<file path="src/sv/smc_pkg.sv">
// ----------------------------------------------------------------------------
// smc_pkg
// Shared types, constants, tables and command codes for the softmax
// classifier output block.
// ----------------------------------------------------------------------------
package smc_pkg;

  localparam int MAX_CLASSES_DEF = 16;
  localparam int DIV_BITS        = 33;
  localparam int DCNT_W          = 6;

  typedef struct packed {
    logic signed [15:0] logit;
    logic [3:0]         true_label;
    logic               last_logit;
  } in_t;

  typedef struct packed {
    logic [3:0]         class_index;
    logic [15:0]        probability;
    logic signed [15:0] gradient;
    logic               is_final;
    logic [3:0]         predicted_class;
    logic               hit;
    logic [16:0]        sample_loss;
  } out_t;

  typedef logic [3:0] op_t;

  localparam op_t OP_NONE  = 4'd0;
  localparam op_t OP_LOAD  = 4'd1;
  localparam op_t OP_ERD   = 4'd2;
  localparam op_t OP_EM1   = 4'd3;
  localparam op_t OP_EM2   = 4'd4;
  localparam op_t OP_EWR   = 4'd5;
  localparam op_t OP_DRD   = 4'd6;
  localparam op_t OP_DINIT = 4'd7;
  localparam op_t OP_DSTEP = 4'd8;
  localparam op_t OP_GM1   = 4'd9;
  localparam op_t OP_GM2   = 4'd10;
  localparam op_t OP_EMIT  = 4'd11;

  typedef struct packed {
    logic ld_last;
    logic cls_last;
    logic div_done;
  } status_t;

  function automatic logic [16:0] exp_int(input logic [3:0] k);
    logic [16:0] v;
    case (k)
      4'd0:    v = 17'd65536;
      4'd1:    v = 17'd24109;
      4'd2:    v = 17'd8869;
      4'd3:    v = 17'd3263;
      4'd4:    v = 17'd1200;
      4'd5:    v = 17'd442;
      4'd6:    v = 17'd162;
      4'd7:    v = 17'd60;
      4'd8:    v = 17'd22;
      4'd9:    v = 17'd8;
      4'd10:   v = 17'd3;
      4'd11:   v = 17'd1;
      default: v = 17'd0;
    endcase
    return v;
  endfunction

  function automatic logic [16:0] exp_frac(input logic [3:0] i);
    logic [16:0] v;
    case (i)
      4'd0:    v = 17'd65536;
      4'd1:    v = 17'd61565;
      4'd2:    v = 17'd57835;
      4'd3:    v = 17'd54331;
      4'd4:    v = 17'd51039;
      4'd5:    v = 17'd47947;
      4'd6:    v = 17'd45042;
      4'd7:    v = 17'd42313;
      4'd8:    v = 17'd39750;
      4'd9:    v = 17'd37341;
      4'd10:   v = 17'd35079;
      4'd11:   v = 17'd32954;
      4'd12:   v = 17'd30957;
      4'd13:   v = 17'd29081;
      4'd14:   v = 17'd27319;
      default: v = 17'd25665;
    endcase
    return v;
  endfunction

endpackage

</file>
<file path="src/sv/smc_ram.sv">
// ----------------------------------------------------------------------------
// smc_ram
// Generic single-write, single-read RAM with registered read data.
// ----------------------------------------------------------------------------
module smc_ram #(
  parameter int WIDTH = 16,
  parameter int DEPTH = 16
) (
  input  logic                     clk,
  input  logic                     we,
  input  logic [$clog2(DEPTH)-1:0] waddr,
  input  logic [WIDTH-1:0]         wdata,
  input  logic [$clog2(DEPTH)-1:0] raddr,
  output logic [WIDTH-1:0]         rdata
);

  logic [WIDTH-1:0] mem [DEPTH];
  logic [WIDTH-1:0] rdata_r;

  always_ff @(posedge clk) begin
    if (we) begin
      mem[waddr] <= wdata;
    end
    rdata_r <= mem[raddr];
  end

  assign rdata = rdata_r;

endmodule

</file>
<file path="src/sv/smc_ctrl.sv">
// ----------------------------------------------------------------------------
// smc_ctrl
// Sequencer: load, exp pass per class, then divide, gradient and emit per
// class.
// ----------------------------------------------------------------------------
module smc_ctrl (
  input  logic             clk,
  input  logic             rst_n,
  input  logic             start,
  input  smc_pkg::status_t st,
  output smc_pkg::op_t     op,
  output logic             busy
);

  localparam logic [3:0] S_IDLE  = 4'd0;
  localparam logic [3:0] S_ERD   = 4'd1;
  localparam logic [3:0] S_EM1   = 4'd2;
  localparam logic [3:0] S_EM2   = 4'd3;
  localparam logic [3:0] S_EWR   = 4'd4;
  localparam logic [3:0] S_DRD   = 4'd5;
  localparam logic [3:0] S_DINIT = 4'd6;
  localparam logic [3:0] S_DSTEP = 4'd7;
  localparam logic [3:0] S_GM1   = 4'd8;
  localparam logic [3:0] S_GM2   = 4'd9;
  localparam logic [3:0] S_EMIT  = 4'd10;

  logic [3:0] state_r, state_nxt;

  always_comb begin
    state_nxt = state_r;
    op        = smc_pkg::OP_NONE;
    case (state_r)
      S_IDLE: begin
        if (start) begin
          op = smc_pkg::OP_LOAD;
          if (st.ld_last) state_nxt = S_ERD;
        end
      end
      S_ERD: begin
        op = smc_pkg::OP_ERD;
        state_nxt = S_EM1;
      end
      S_EM1: begin
        op = smc_pkg::OP_EM1;
        state_nxt = S_EM2;
      end
      S_EM2: begin
        op = smc_pkg::OP_EM2;
        state_nxt = S_EWR;
      end
      S_EWR: begin
        op = smc_pkg::OP_EWR;
        state_nxt = st.cls_last ? S_DRD : S_ERD;
      end
      S_DRD: begin
        op = smc_pkg::OP_DRD;
        state_nxt = S_DINIT;
      end
      S_DINIT: begin
        op = smc_pkg::OP_DINIT;
        state_nxt = S_DSTEP;
      end
      S_DSTEP: begin
        op = smc_pkg::OP_DSTEP;
        if (st.div_done) state_nxt = S_GM1;
      end
      S_GM1: begin
        op = smc_pkg::OP_GM1;
        state_nxt = S_GM2;
      end
      S_GM2: begin
        op = smc_pkg::OP_GM2;
        state_nxt = S_EMIT;
      end
      S_EMIT: begin
        op = smc_pkg::OP_EMIT;
        state_nxt = st.cls_last ? S_IDLE : S_DRD;
      end
      default: begin
        state_nxt = S_IDLE;
      end
    endcase
  end

  always_ff @(posedge clk) begin
    if (!rst_n) begin
      state_r <= S_IDLE;
    end else begin
      state_r <= state_nxt;
    end
  end

  assign busy = (state_r != S_IDLE);

endmodule

</file>
<file path="src/sv/smc_dp.sv">
// ----------------------------------------------------------------------------
// smc_dp
// Datapath: logit and exp stores, max tracking, exp tables, serial divider,
// gradient and loss arithmetic, result register.
// ----------------------------------------------------------------------------
module smc_dp #(
  parameter int MAX_CLASSES = smc_pkg::MAX_CLASSES_DEF
) (
  input  logic             clk,
  input  logic             rst_n,
  input  smc_pkg::op_t     op,
  input  smc_pkg::in_t     in_data,
  input  logic             cfg_we,
  input  logic             cfg_wdata,
  output smc_pkg::status_t st,
  output logic             out_strobe,
  output smc_pkg::out_t    out_data
);

  localparam int IW   = $clog2(MAX_CLASSES);
  localparam int CNTW = $clog2(MAX_CLASSES + 1);
  localparam int SW   = 17 + $clog2(MAX_CLASSES);

  logic [CNTW-1:0]    cnt_r;
  logic signed [15:0] max_r;
  logic [3:0]         label_r;
  logic [IW-1:0]      j_r;
  logic [SW-1:0]      sum_r;
  logic [16:0]        loss_r;
  logic [IW-1:0]      best_r;
  logic [15:0]        best_s_r;
  logic               train_r;

  logic [33:0]        p1_r, p2_r;
  logic [7:0]         frac_r;
  logic [smc_pkg::DIV_BITS-1:0] num_r;
  logic [SW:0]        rem_r;
  logic [15:0]        q_r;
  logic [smc_pkg::DCNT_W-1:0] dcnt_r;
  logic [31:0]        gm_r, sq_r;
  logic [15:0]        s_r;
  logic               neg_r;
  logic [47:0]        gp_r;
  logic               out_strobe_r;
  smc_pkg::out_t      out_data_r;

  logic               load_we;
  logic [15:0]        logit_q;
  logic [16:0]        e_q, e1, e_new;
  logic signed [16:0] diff;
  logic [SW:0]        rem_sh;
  logic               labelled, fin;
  logic [15:0]        mag, pm;
  logic [17:0]        loss_sum;

  function automatic logic [33:0] exp_int_mul(input logic [3:0] k, input logic [3:0] i);
    return 34'(smc_pkg::exp_int(k)) * 34'(smc_pkg::exp_frac(i));
  endfunction

  assign load_we = (op == smc_pkg::OP_LOAD) && (cnt_r < CNTW'(MAX_CLASSES));

  smc_ram #(.WIDTH(16), .DEPTH(MAX_CLASSES)) u_logit_ram (
    .clk   (clk),
    .we    (load_we),
    .waddr (cnt_r[IW-1:0]),
    .wdata (in_data.logit),
    .raddr (j_r),
    .rdata (logit_q)
  );

  smc_ram #(.WIDTH(17), .DEPTH(MAX_CLASSES)) u_exp_ram (
    .clk   (clk),
    .we    (op == smc_pkg::OP_EWR),
    .waddr (j_r),
    .wdata (e_new),
    .raddr (j_r),
    .rdata (e_q)
  );

  assign diff     = {max_r[15], max_r} - {logit_q[15], logit_q};
  assign e1       = 17'((p1_r + 34'd32768) >> 16);
  assign e_new    = 17'((p2_r + 34'd32768) >> 16);
  assign rem_sh   = {rem_r[SW-1:0], num_r[smc_pkg::DIV_BITS-1]};
  assign labelled = (32'(j_r) == 32'(label_r));
  assign mag      = labelled ? 16'(17'd32768 - 17'(q_r)) : q_r;
  assign loss_sum = {1'b0, loss_r} + 18'((sq_r + 32'd8192) >> 14);
  assign pm       = 16'((gp_r + 48'(1) * 48'h1000_0000) >> 29);
  assign fin      = ((CNTW+1)'(j_r) + (CNTW+1)'(1)) == (CNTW+1)'(cnt_r);

  assign st.ld_last  = in_data.last_logit;
  assign st.cls_last = fin;
  assign st.div_done = (dcnt_r == smc_pkg::DCNT_W'(smc_pkg::DIV_BITS - 1));

  always_ff @(posedge clk) begin
    if (!rst_n) begin
      cnt_r        <= '0;
      max_r        <= 16'sh8000;
      label_r      <= '0;
      j_r          <= '0;
      sum_r        <= '0;
      loss_r       <= '0;
      best_r       <= '0;
      train_r      <= 1'b0;
      out_strobe_r <= 1'b0;
    end else begin
      out_strobe_r <= 1'b0;
      if (cfg_we) train_r <= cfg_wdata;
      case (op)
        smc_pkg::OP_LOAD: begin
          if (cnt_r == '0) label_r <= in_data.true_label;
          if (load_we) begin
            cnt_r <= cnt_r + CNTW'(1);
            if (in_data.logit > max_r) max_r <= in_data.logit;
          end
        end
        smc_pkg::OP_EWR: begin
          sum_r <= sum_r + SW'(e_new);
          j_r   <= fin ? '0 : j_r + IW'(1);
        end
        smc_pkg::OP_GM1: begin
          if (j_r == '0 || q_r > best_s_r) best_r <= j_r;
        end
        smc_pkg::OP_GM2: begin
          loss_r <= loss_sum[17] ? 17'h1FFFF : loss_sum[16:0];
        end
        smc_pkg::OP_EMIT: begin
          out_strobe_r <= 1'b1;
          if (fin) begin
            j_r    <= '0;
            cnt_r  <= '0;
            max_r  <= 16'sh8000;
            sum_r  <= '0;
            loss_r <= '0;
          end else begin
            j_r <= j_r + IW'(1);
          end
        end
        default: begin
        end
      endcase
    end
  end

  always_ff @(posedge clk) begin
    case (op)
      smc_pkg::OP_EM1: begin
        p1_r   <= exp_int_mul(diff[15:12], diff[11:8]);
        frac_r <= diff[7:0];
      end
      smc_pkg::OP_EM2: begin
        p2_r <= 34'(e1) * 34'(17'd65536 - {5'd0, frac_r, 4'd0});
      end
      smc_pkg::OP_DINIT: begin
        num_r  <= {1'b0, e_q[16:0], 15'd0} + smc_pkg::DIV_BITS'(sum_r >> 1);
        rem_r  <= '0;
        q_r    <= '0;
        dcnt_r <= '0;
      end
      smc_pkg::OP_DSTEP: begin
        num_r  <= num_r << 1;
        dcnt_r <= dcnt_r + smc_pkg::DCNT_W'(1);
        if (rem_sh >= {1'b0, sum_r}) begin
          rem_r <= rem_sh - {1'b0, sum_r};
          q_r   <= {q_r[14:0], 1'b1};
        end else begin
          rem_r <= rem_sh;
          q_r   <= {q_r[14:0], 1'b0};
        end
      end
      smc_pkg::OP_GM1: begin
        s_r   <= q_r;
        neg_r <= labelled && (q_r != 16'd32768);
        gm_r  <= 32'(mag) * 32'(q_r);
        sq_r  <= 32'(mag) * 32'(mag);
        if (j_r == '0 || q_r > best_s_r) best_s_r <= q_r;
      end
      smc_pkg::OP_GM2: begin
        gp_r <= 48'(gm_r) * 48'(17'd32768 - 17'(s_r));
      end
      smc_pkg::OP_EMIT: begin
        out_data_r.class_index     <= 4'(j_r);
        out_data_r.probability     <= s_r;
        out_data_r.gradient        <= !train_r ? 16'sd0 :
                                      (neg_r ? -$signed(pm) : $signed(pm));
        out_data_r.is_final        <= fin;
        out_data_r.predicted_class <= fin ? 4'(best_r) : 4'd0;
        out_data_r.hit             <= fin && (32'(best_r) == 32'(label_r));
        out_data_r.sample_loss     <= fin ? loss_r : 17'd0;
      end
      default: begin
      end
    endcase
  end

  assign out_strobe = out_strobe_r;
  assign out_data   = out_data_r;

endmodule

</file>
<file path="src/sv/softmax_classifier_output_core.sv">
// ----------------------------------------------------------------------------
// softmax_classifier_output_core
// Softmax, argmax and squared-error gradient over one sample of logits.
//
// Input: one logit beat is taken at each edge with start high and busy low,
// one per cycle while loading. The beat with last_logit set closes the sample
// and raises busy. Logits past MAX_CLASSES are dropped; the label comes from
// the sample's first beat.
// Processing: an exp pass over all classes (table lookup and two
// multiplies per class), then per class the 33-step restoring divider,
// the gradient multiplies and the result register.
// Busy falls in the same cycle that carries the final result.
// Output: one beat per class in class order, each on out_data for a single
// cycle with out_strobe high; the receiver cannot stall. is_final marks the
// last beat, which also carries the argmax, hit and loss.
// Config: cfg_we with cfg_wdata sets train_enable; write only when idle.
// Reset: clears counts, max, sums and train_enable; stores need no clearing.
// ----------------------------------------------------------------------------
module softmax_classifier_output_core #(
  parameter int MAX_CLASSES = smc_pkg::MAX_CLASSES_DEF
) (
  input  logic          clk,
  input  logic          rst_n,
  input  logic          start,
  output logic          busy,
  input  smc_pkg::in_t  in_data,
  output logic          out_strobe,
  output smc_pkg::out_t out_data,
  input  logic          cfg_we,
  input  logic          cfg_wdata
);

  smc_pkg::op_t     op;
  smc_pkg::status_t st;

  smc_ctrl u_ctrl (
    .clk   (clk),
    .rst_n (rst_n),
    .start (start),
    .st    (st),
    .op    (op),
    .busy  (busy)
  );

  smc_dp #(.MAX_CLASSES(MAX_CLASSES)) u_dp (
    .clk        (clk),
    .rst_n      (rst_n),
    .op         (op),
    .in_data    (in_data),
    .cfg_we     (cfg_we),
    .cfg_wdata  (cfg_wdata),
    .st         (st),
    .out_strobe (out_strobe),
    .out_data   (out_data)
  );

  a_strobe_busy: assert property (@(posedge clk) disable iff (!rst_n)
    (out_strobe && !out_data.is_final) |-> busy) else $error("result beat while idle");

  a_final_idle: assert property (@(posedge clk) disable iff (!rst_n)
    (out_strobe && out_data.is_final) |-> !busy) else $error("busy on final beat");

  a_load_stays: assert property (@(posedge clk) disable iff (!rst_n)
    (start && !busy && !in_data.last_logit) |=> !busy) else $error("busy mid-sample");

endmodule
</file>
<file path="config.mk">
export PLATFORM = sky130hd
export DESIGN_NAME = softmax_classifier_output_core
export DESIGN_NICKNAME = d
export VERILOG_FILES = /design/src/sv/smc_pkg.sv /design/src/sv/smc_ram.sv /design/src/sv/smc_ctrl.sv /design/src/sv/smc_dp.sv /design/src/sv/softmax_classifier_output_core.sv
export SDC_FILE = /design/constraint.sdc
export NUM_CORES = 2
export LEC_CHECK = 0
export CORE_MARGIN = 4
export CORE_UTILIZATION = 40
export CTS_CLUSTER_SIZE = 20
export DETAILED_ROUTE_END_ITERATION = 8
export DONT_BUFFER_PORTS = 1
export HOLD_SLACK_MARGIN = 0.1
export PLACE_DENSITY = 0.65
export SLEW_MARGIN = 25
export SYNTH_ARGS = -nofsm -noshare
export SYNTH_HDL_FRONTEND = slang
export SYNTH_HIERARCHICAL = 1
export SYNTH_SLANG_ARGS = --single-unit
</file>
<file path="constraint.sdc">
create_clock -name clk -period 10.8 [get_ports clk]
set_clock_uncertainty 0.05 [all_clocks]
set_input_delay 3.24 -clock clk [delete_from_list [all_inputs] [get_ports clk]]
set_output_delay 3.24 -clock clk [all_outputs]
set_load 0.05 [all_outputs]
</file>
Word-level counts from Yosys, hierarchy flattened:

Memory sizes are Yosys's and may differ from the RTL's. A register that Yosys moved wholly into a read port is not among the register bits.
Cells that the tools add are included.

* bits in latches: 0
* memories: 4
* output and inout bits: 61
* memory bits (read-only): 512
* word-level logic and storage cells: 146
* register bits after elaboration: 428
* RAM bits: 528

Memories
* (no name shown): depth 16, bits a word 17, rd ports 1, clocked after memory_dff 0, wr ports 0, line smc_pkg.sv:71 `case (i)`
* u_dp.u_exp_ram.mem: depth 16, bits a word 17, rd ports 1, clocked after memory_dff 1, wr ports 1, line smc_ram.sv:17 `logic [WIDTH-1:0] mem [DEPTH];`
* u_dp.u_logit_ram.mem: depth 16, bits a word 16, rd ports 1, clocked after memory_dff 1, wr ports 1, line smc_ram.sv:17
* (no name shown): depth 16, bits a word 15, rd ports 1, clocked after memory_dff 0, wr ports 0, line smc_pkg.sv:51 `case (k)`

* divide/modulo/power cells: 0
* bitwise logic cells: 0
* $add $sub $neg: 17
* reductions and logical operators: 20
* magnitude comparators: 4
* shift-type cells: 0
* multiplexer cells: 36
* equality and inequality tests: 30
* multipliers: 5

Operators with widths (number)
* $pmux 4 s11: 2
* $pmux 21 s2: 2
* $mux 16: 5
* $mux 17: 4
* $add 33x16->33 const B: 2
* $pmux 33 s2: 1
* $mul 16x16->32: 2
* $pmux 16 s2: 2
* $mul 32x48->45: 1
* $add 45x29->45 const B: 1
* $mux 21: 2
* $mul 17x34->33: 1
* $pmux 17 s2: 1
* $add 32x20->33: 1
* $mul 17x17->33: 1
* $add 32x14->32 const B: 1
* $gt 16x16->1: 2
* $eq 4x3->1 const B: 7
* $eq 4x4->1 const B: 7
* $ge 22x21->1: 1
* $add 21x17->21: 1
* $sub 21x21->21: 1
* $add 17x18->18: 1
* $sub 17x12->18 const A: 1
* 33 further kinds: 62

Longest topological paths before layout:

* depth after elaboration: 6
* depth in mapped cells: 36
* mapped depth without buffers: 36

By module:

The synthesis kept the hierarchy.

Modules (own cells, without submodules)
* smc_dp: instances 1, area an instance 65939.5 µm², seq. area each 9839.4 µm², cells each 7212
* smc_ram at u_dp.u_exp_ram: instances 1, area an instance 10637.7 µm², seq. area each 8508.2 µm², cells each 458
* smc_ram at u_dp.u_logit_ram: instances 1, area an instance 10043.4 µm², seq. area each 8007.7 µm², cells each 432
* smc_ctrl: instances 1, area an instance 317.8 µm², seq. area each 80.1 µm², cells each 42

Worst setup path after synthesis:

No wires, ideal clock.

* path type: input port to flip-flop
* start point: input start
* end point: register u_dp/dcnt_r[0] (netlist bit), enable pin
* stages: 4
* buffers on the path: 0
* library setup time: 615 ps
* slack: 831 ps
* data arrival time: 9304 ps
* path through: nor2_1 a221oi_1 nand2_1 o21ai_0

* cells in the longest elaborated chain, start to end: 4
* elaborated cells on any way between the ends: 5

RTL lines
* start: declaration: line softmax_classifier_output_core.sv:24 `input logic start,`
* $mux 1 *: line smc_ctrl.sv:34 `if (start) begin`
* $pmux 4 s11 *: line smc_ctrl.sv:32 `case (state_r)`
* net op[0]: line softmax_classifier_output_core.sv:33 `smc_pkg::op_t op;`
* $eq 4x3->1 or $eq 4x4->1 (tied branches): line smc_dp.sv:145 `case (op)`
* $reduce_bool 2->1 (no source line) *
* end signal: assignment: line smc_dp.sv:161 `dcnt_r <= dcnt_r + smc_pkg::DCNT_W'(1);`
* end: declaration: line smc_dp.sv:39 `logic [smc_pkg::DCNT_W-1:0] dcnt_r;`

Mark *: on every way through the listed nets, which the timed path passes. The rest lies on a longest branch.
A chain may end at the register's enable or synchronous reset.

Worst setup path after layout:

* start point: register u_dp.u_logit_ram.rdata_r[1], in the netlist u_dp/u_logit_ram/rdata[1], read port of u_dp.u_logit_ram.mem
* end point: register u_dp.p1_r[32], data pin

* cells in the longest elaborated chain, start to end: 4
* elaborated cells on any way between the ends: 6

RTL lines
* start: declaration: line smc_ram.sv:18 `logic [WIDTH-1:0] rdata_r;`
* $sub 16x16->16 *: line smc_dp.sv:80 `assign diff = {max_r[15], max_r} - {logit_q[15], logit_q};`
* $mem_v2 16x15 or $mem_v2 16x17 (tied branches)
* $mux 17: line smc_dp.sv:145
* $mul 17x17->33 *: line smc_dp.sv:57 `return 34'(smc_pkg::exp_int(k)) * 34'(smc_pkg::exp_frac(i));`
* end signal: assignment: line smc_dp.sv:147 `p1_r <= exp_int_mul(diff[15:12], diff[11:8]);`
* end: declaration: line smc_dp.sv:34 `logic [33:0] p1_r, p2_r;`

Mark *: on every way between the ends. The rest lies on a longest branch, timed or not. The select of a mux whose other input is x is not followed.

==> key figures <==
Run status
  – Status: finished clean

Finish
  – Nets: 9,987
  – Area growth syn-to-layout: 8.29%
  – # fillers: 19.9k
  – Register area: 26,400 µm²
  – Share of layout cells above drive strength 1: 7.10%
  – Multi-input logic area: 53,900 µm²

Timing
  – Period utilization: 90.9%
  – Slew HR: 23.7%
  – Fmax: 0.102 GHz
  – RSZ-0062 raised after global routing: no
  – Fin. Hold Viols: 0
  – Slew Viols, Final: 0
  – TNS Setup: 0 ps
  – Tmin final: 9820 ps
  – Transition time of the tightest slew-check pin: 1140 ps
  – Hold WS: 421 ps
  – Final setup vio count: 0

Synthesis
  – Post-Syn Area: 86,900 µm²
  – Top-count cell post-synth: inv_1
  – Area contributors post-synth: edfxtp_1 28%, fa_1 27%, ha_1 10%
  – Post-synthesis sequential area ratio: 30.4%
  – Synth Flop Type: edfxtp_1
  – Register bit total from synthesis: 917
  – Netlist cell types: 93
  – EDFF count, synth: 807
  – Synth Net Count: 10.0k
  – Fraction of registers with async set or reset after synthesis: 0%
  – Most frequent cells after synthesis: 1,510 x inv_1, 1,156 x fa_1, 957 x nand2_1
  – Cell count after synthesis: 8,144
  – Avg Inst Size Synth: 10.7 µm²
  – Yosys top cell area share: 27.9%
  – Cell accounting for the most synthesized area: edfxtp_1
  – Yosys warnings: 6

Worst setup path
  – Setup CP Type: reg -> reg
  – Critical path arrival: 10,230 ps
  – Crit-path slowest cell: o21ai_1
  – CP endpoint kind: register
  – R2R depth: 30
  – Largest stage delay on the critical path: 740 ps
  – Critical Path Start: u_dp/u_logit_ram/rdata[1]$_DFF_P_
  – RR Startpoint: u_dp/u_logit_ram/rdata[1]$_DFF_P_
  – Startpoint type of the worst setup path: register
  – Critical path's most frequent cell: fa_1
  – Worst Path Required: 11,210 ps
  – Largest fanout on the critical path: 10

Floorplanning
  – Core area: 215,000 µm²
  – Full die area: 225,000 µm²
  – Die width: 474 µm
  – Die H: 474 µm
  – Initial Utilization: 40.3%
  – # rows: 170
  – I/O Pins: 87

Clock tree
  – Hold Buf Count CTS: 0
  – Root buffer cell: clkbuf_16
  – Num CTS Buffers: 95
  – Clock Pin Slew Worst Setup and Hold Paths: 60 ps
  – Max H-tree Level: 3
  – Worst-Skew Late Latency: 720 ps
  – CTS tree: built
  – Clock Sinks: 917
  – Clk buf depth: 3

Drt
  – Avg WL per Cell: 18.8 µm
  – Total wire length: 208 mm
  – Vias/cell: 5.23
  – Post-DRT Antenna Nets: 0
  – First-pass DRT Iterations: 5
  – # DRC: 0
  – Vias: 57.6k
  – Iteration-0 DRC Markers: 4,070

Worst hold path
  – Hold path start: u_dp/max_r[4]$_SDFFE_PN0P_
  – Hold Crit Class: reg -> reg
  – Worst Hold Depth: 2

GRT
  – Initial antenna violation count: 4
  – Pin count of the biggest net entering global routing: 99
  – Vias in the first global route: 60.6k
  – GRT overflow: 0
  – First-pass GRT wire length: 334 mm
  – All-Layer GR Usage: 18.7%

Placed design
  – IO Port Bufs: 0
  – Hpwl dp: 156 mm
  – GPL Wtd Cong: 0.880

Run
  – Max_cap viols: 0
==> layer usage <==
layer  vias to the layer above  track usage (%)  wire [µm]  part of all wire (%)
li1                      26100                -          -                     -
met1                     29400             25.0      88100                    42
met2                      1807             32.0     102000                    49
met3                       286             2.89      13500                   6.5
met4                         0             4.35       4390                   2.1
met5                         -                0          0                     0
==> metrics by stage <==
step | utilization (%) | instances | area [µm²] | setup slack [ps]
2_1_floorplan | - | 8144 | 86900 | 831
3_3_place_gp | 42.1 | 10800 | 90700 | 1010
3_5_place_dp | 42.1 | 10800 | 90800 | 744
4_1_cts | 43.7 | 11000 | 94100 | 659
5_1_grt | 43.7 | 11000 | 94100 | 286
6_report | 43.7 | 11000 | 94100 | 978
==> worst max-delay path: cells and delay by family, from the launching register on <==
| kind | cells | cell delay [ps] |
|---|---|---|
| XOR/XNOR | 2 | 590 |
| adder cells (fa/ha/maj) | 9 | 3700 |
| flip-flops | 1 | 350 |
| AO/OA/AOI/OAI | 10 | 3470 |
| AND/OR/NAND/NOR | 5 | 990 |
| buffers and inverters | 4 | 430 |
==> registers in the layout, indices dropped and copies added, names as in the netlist, 18 cells and up <==
name / cells
u_dp/u_logit_ram/mem: 256
u_dp/rem_r: 21
u_dp/sum_r: 21
u_dp/p1_r: 18
u_dp/u_exp_ram/mem: 272
u_dp/p2_r: 18
u_dp/out_data: 59
u_dp/gm_r: 32
u_dp/sq_r: 19
u_dp/num_r: 33
==> worst paths after layout <==
kind                                                   end  slack [ps]
worst max-delay path               u_dp/p1_r[32]$_DFFE_PN_         980
worst min register to register  u_dp/max_r[4]$_SDFFE_PN0P_         420
worst max register to register     u_dp/p1_r[32]$_DFFE_PN_         980
worst min-delay path            u_dp/max_r[4]$_SDFFE_PN0P_         420
==> final cells by class <==
class                   instances  area share [%]
flip-flops and latches        917            28.1
well taps                    2838            3.77
diodes                          1         0.00266
inverters                    1516            6.05
repair buffers                163            1.31
clock buffers                 121            2.75
clock inverters                58           0.780
multi-input cells            5407            57.2
==> cells by family (layout without fill, tap and decap cells) <==
| group | after synthesis | count (layout) | synth area share (%) |
|---|---|---|---|
| DFF | 917 | 917 | 30.4 |
| xor gates and xnor gates | 313 | 313 | 3.17 |
| muxes | 161 | 161 | 3.82 |
| buffers and inverters | 1820 | 1858 | 8.02 |
| adders and majority gates | 1861 | 1861 | 36.8 |
| and+or+nand+nor | 2387 | 2387 | 12.7 |
| AOI/OAI and AO/OA | 685 | 685 | 5.11 |
| other | 0 | 1 | 0 |
==> layout by cell type, fill, tap and decap left out, types with 69 or more instances in the layout <==
| master | count |
|---|---|
| nand3_1 | 98 |
| and2_1 | 336 |
| inv_1 | 1508 |
| ha_1 | 704 |
| fa_1 | 1156 |
| nor2_1 | 553 |
| mux4_2 | 119 |
| nor3_1 | 69 |
| a21oi_1 | 185 |
| dfxtp_1 | 108 |
| o21ai_0 | 141 |
| nand2_1 | 957 |
| buf_4 | 162 |
| clkbuf_16 | 97 |
| a22oi_1 | 70 |
| xnor2_1 | 191 |
| edfxtp_1 | 807 |
| xor2_1 | 96 |
==> timing repair <==
| item | 4_1_cts | 5_1_grt |
|---|---|---|
| setup buffers | 0 | 0 |
| endpoints found under the setup margin | 0 | 2 |
| resized for setup | 0 | 1 |
Power is not shown: default switching activity piles up to over one toggle a cycle in this logic, so the estimate is an artifact.
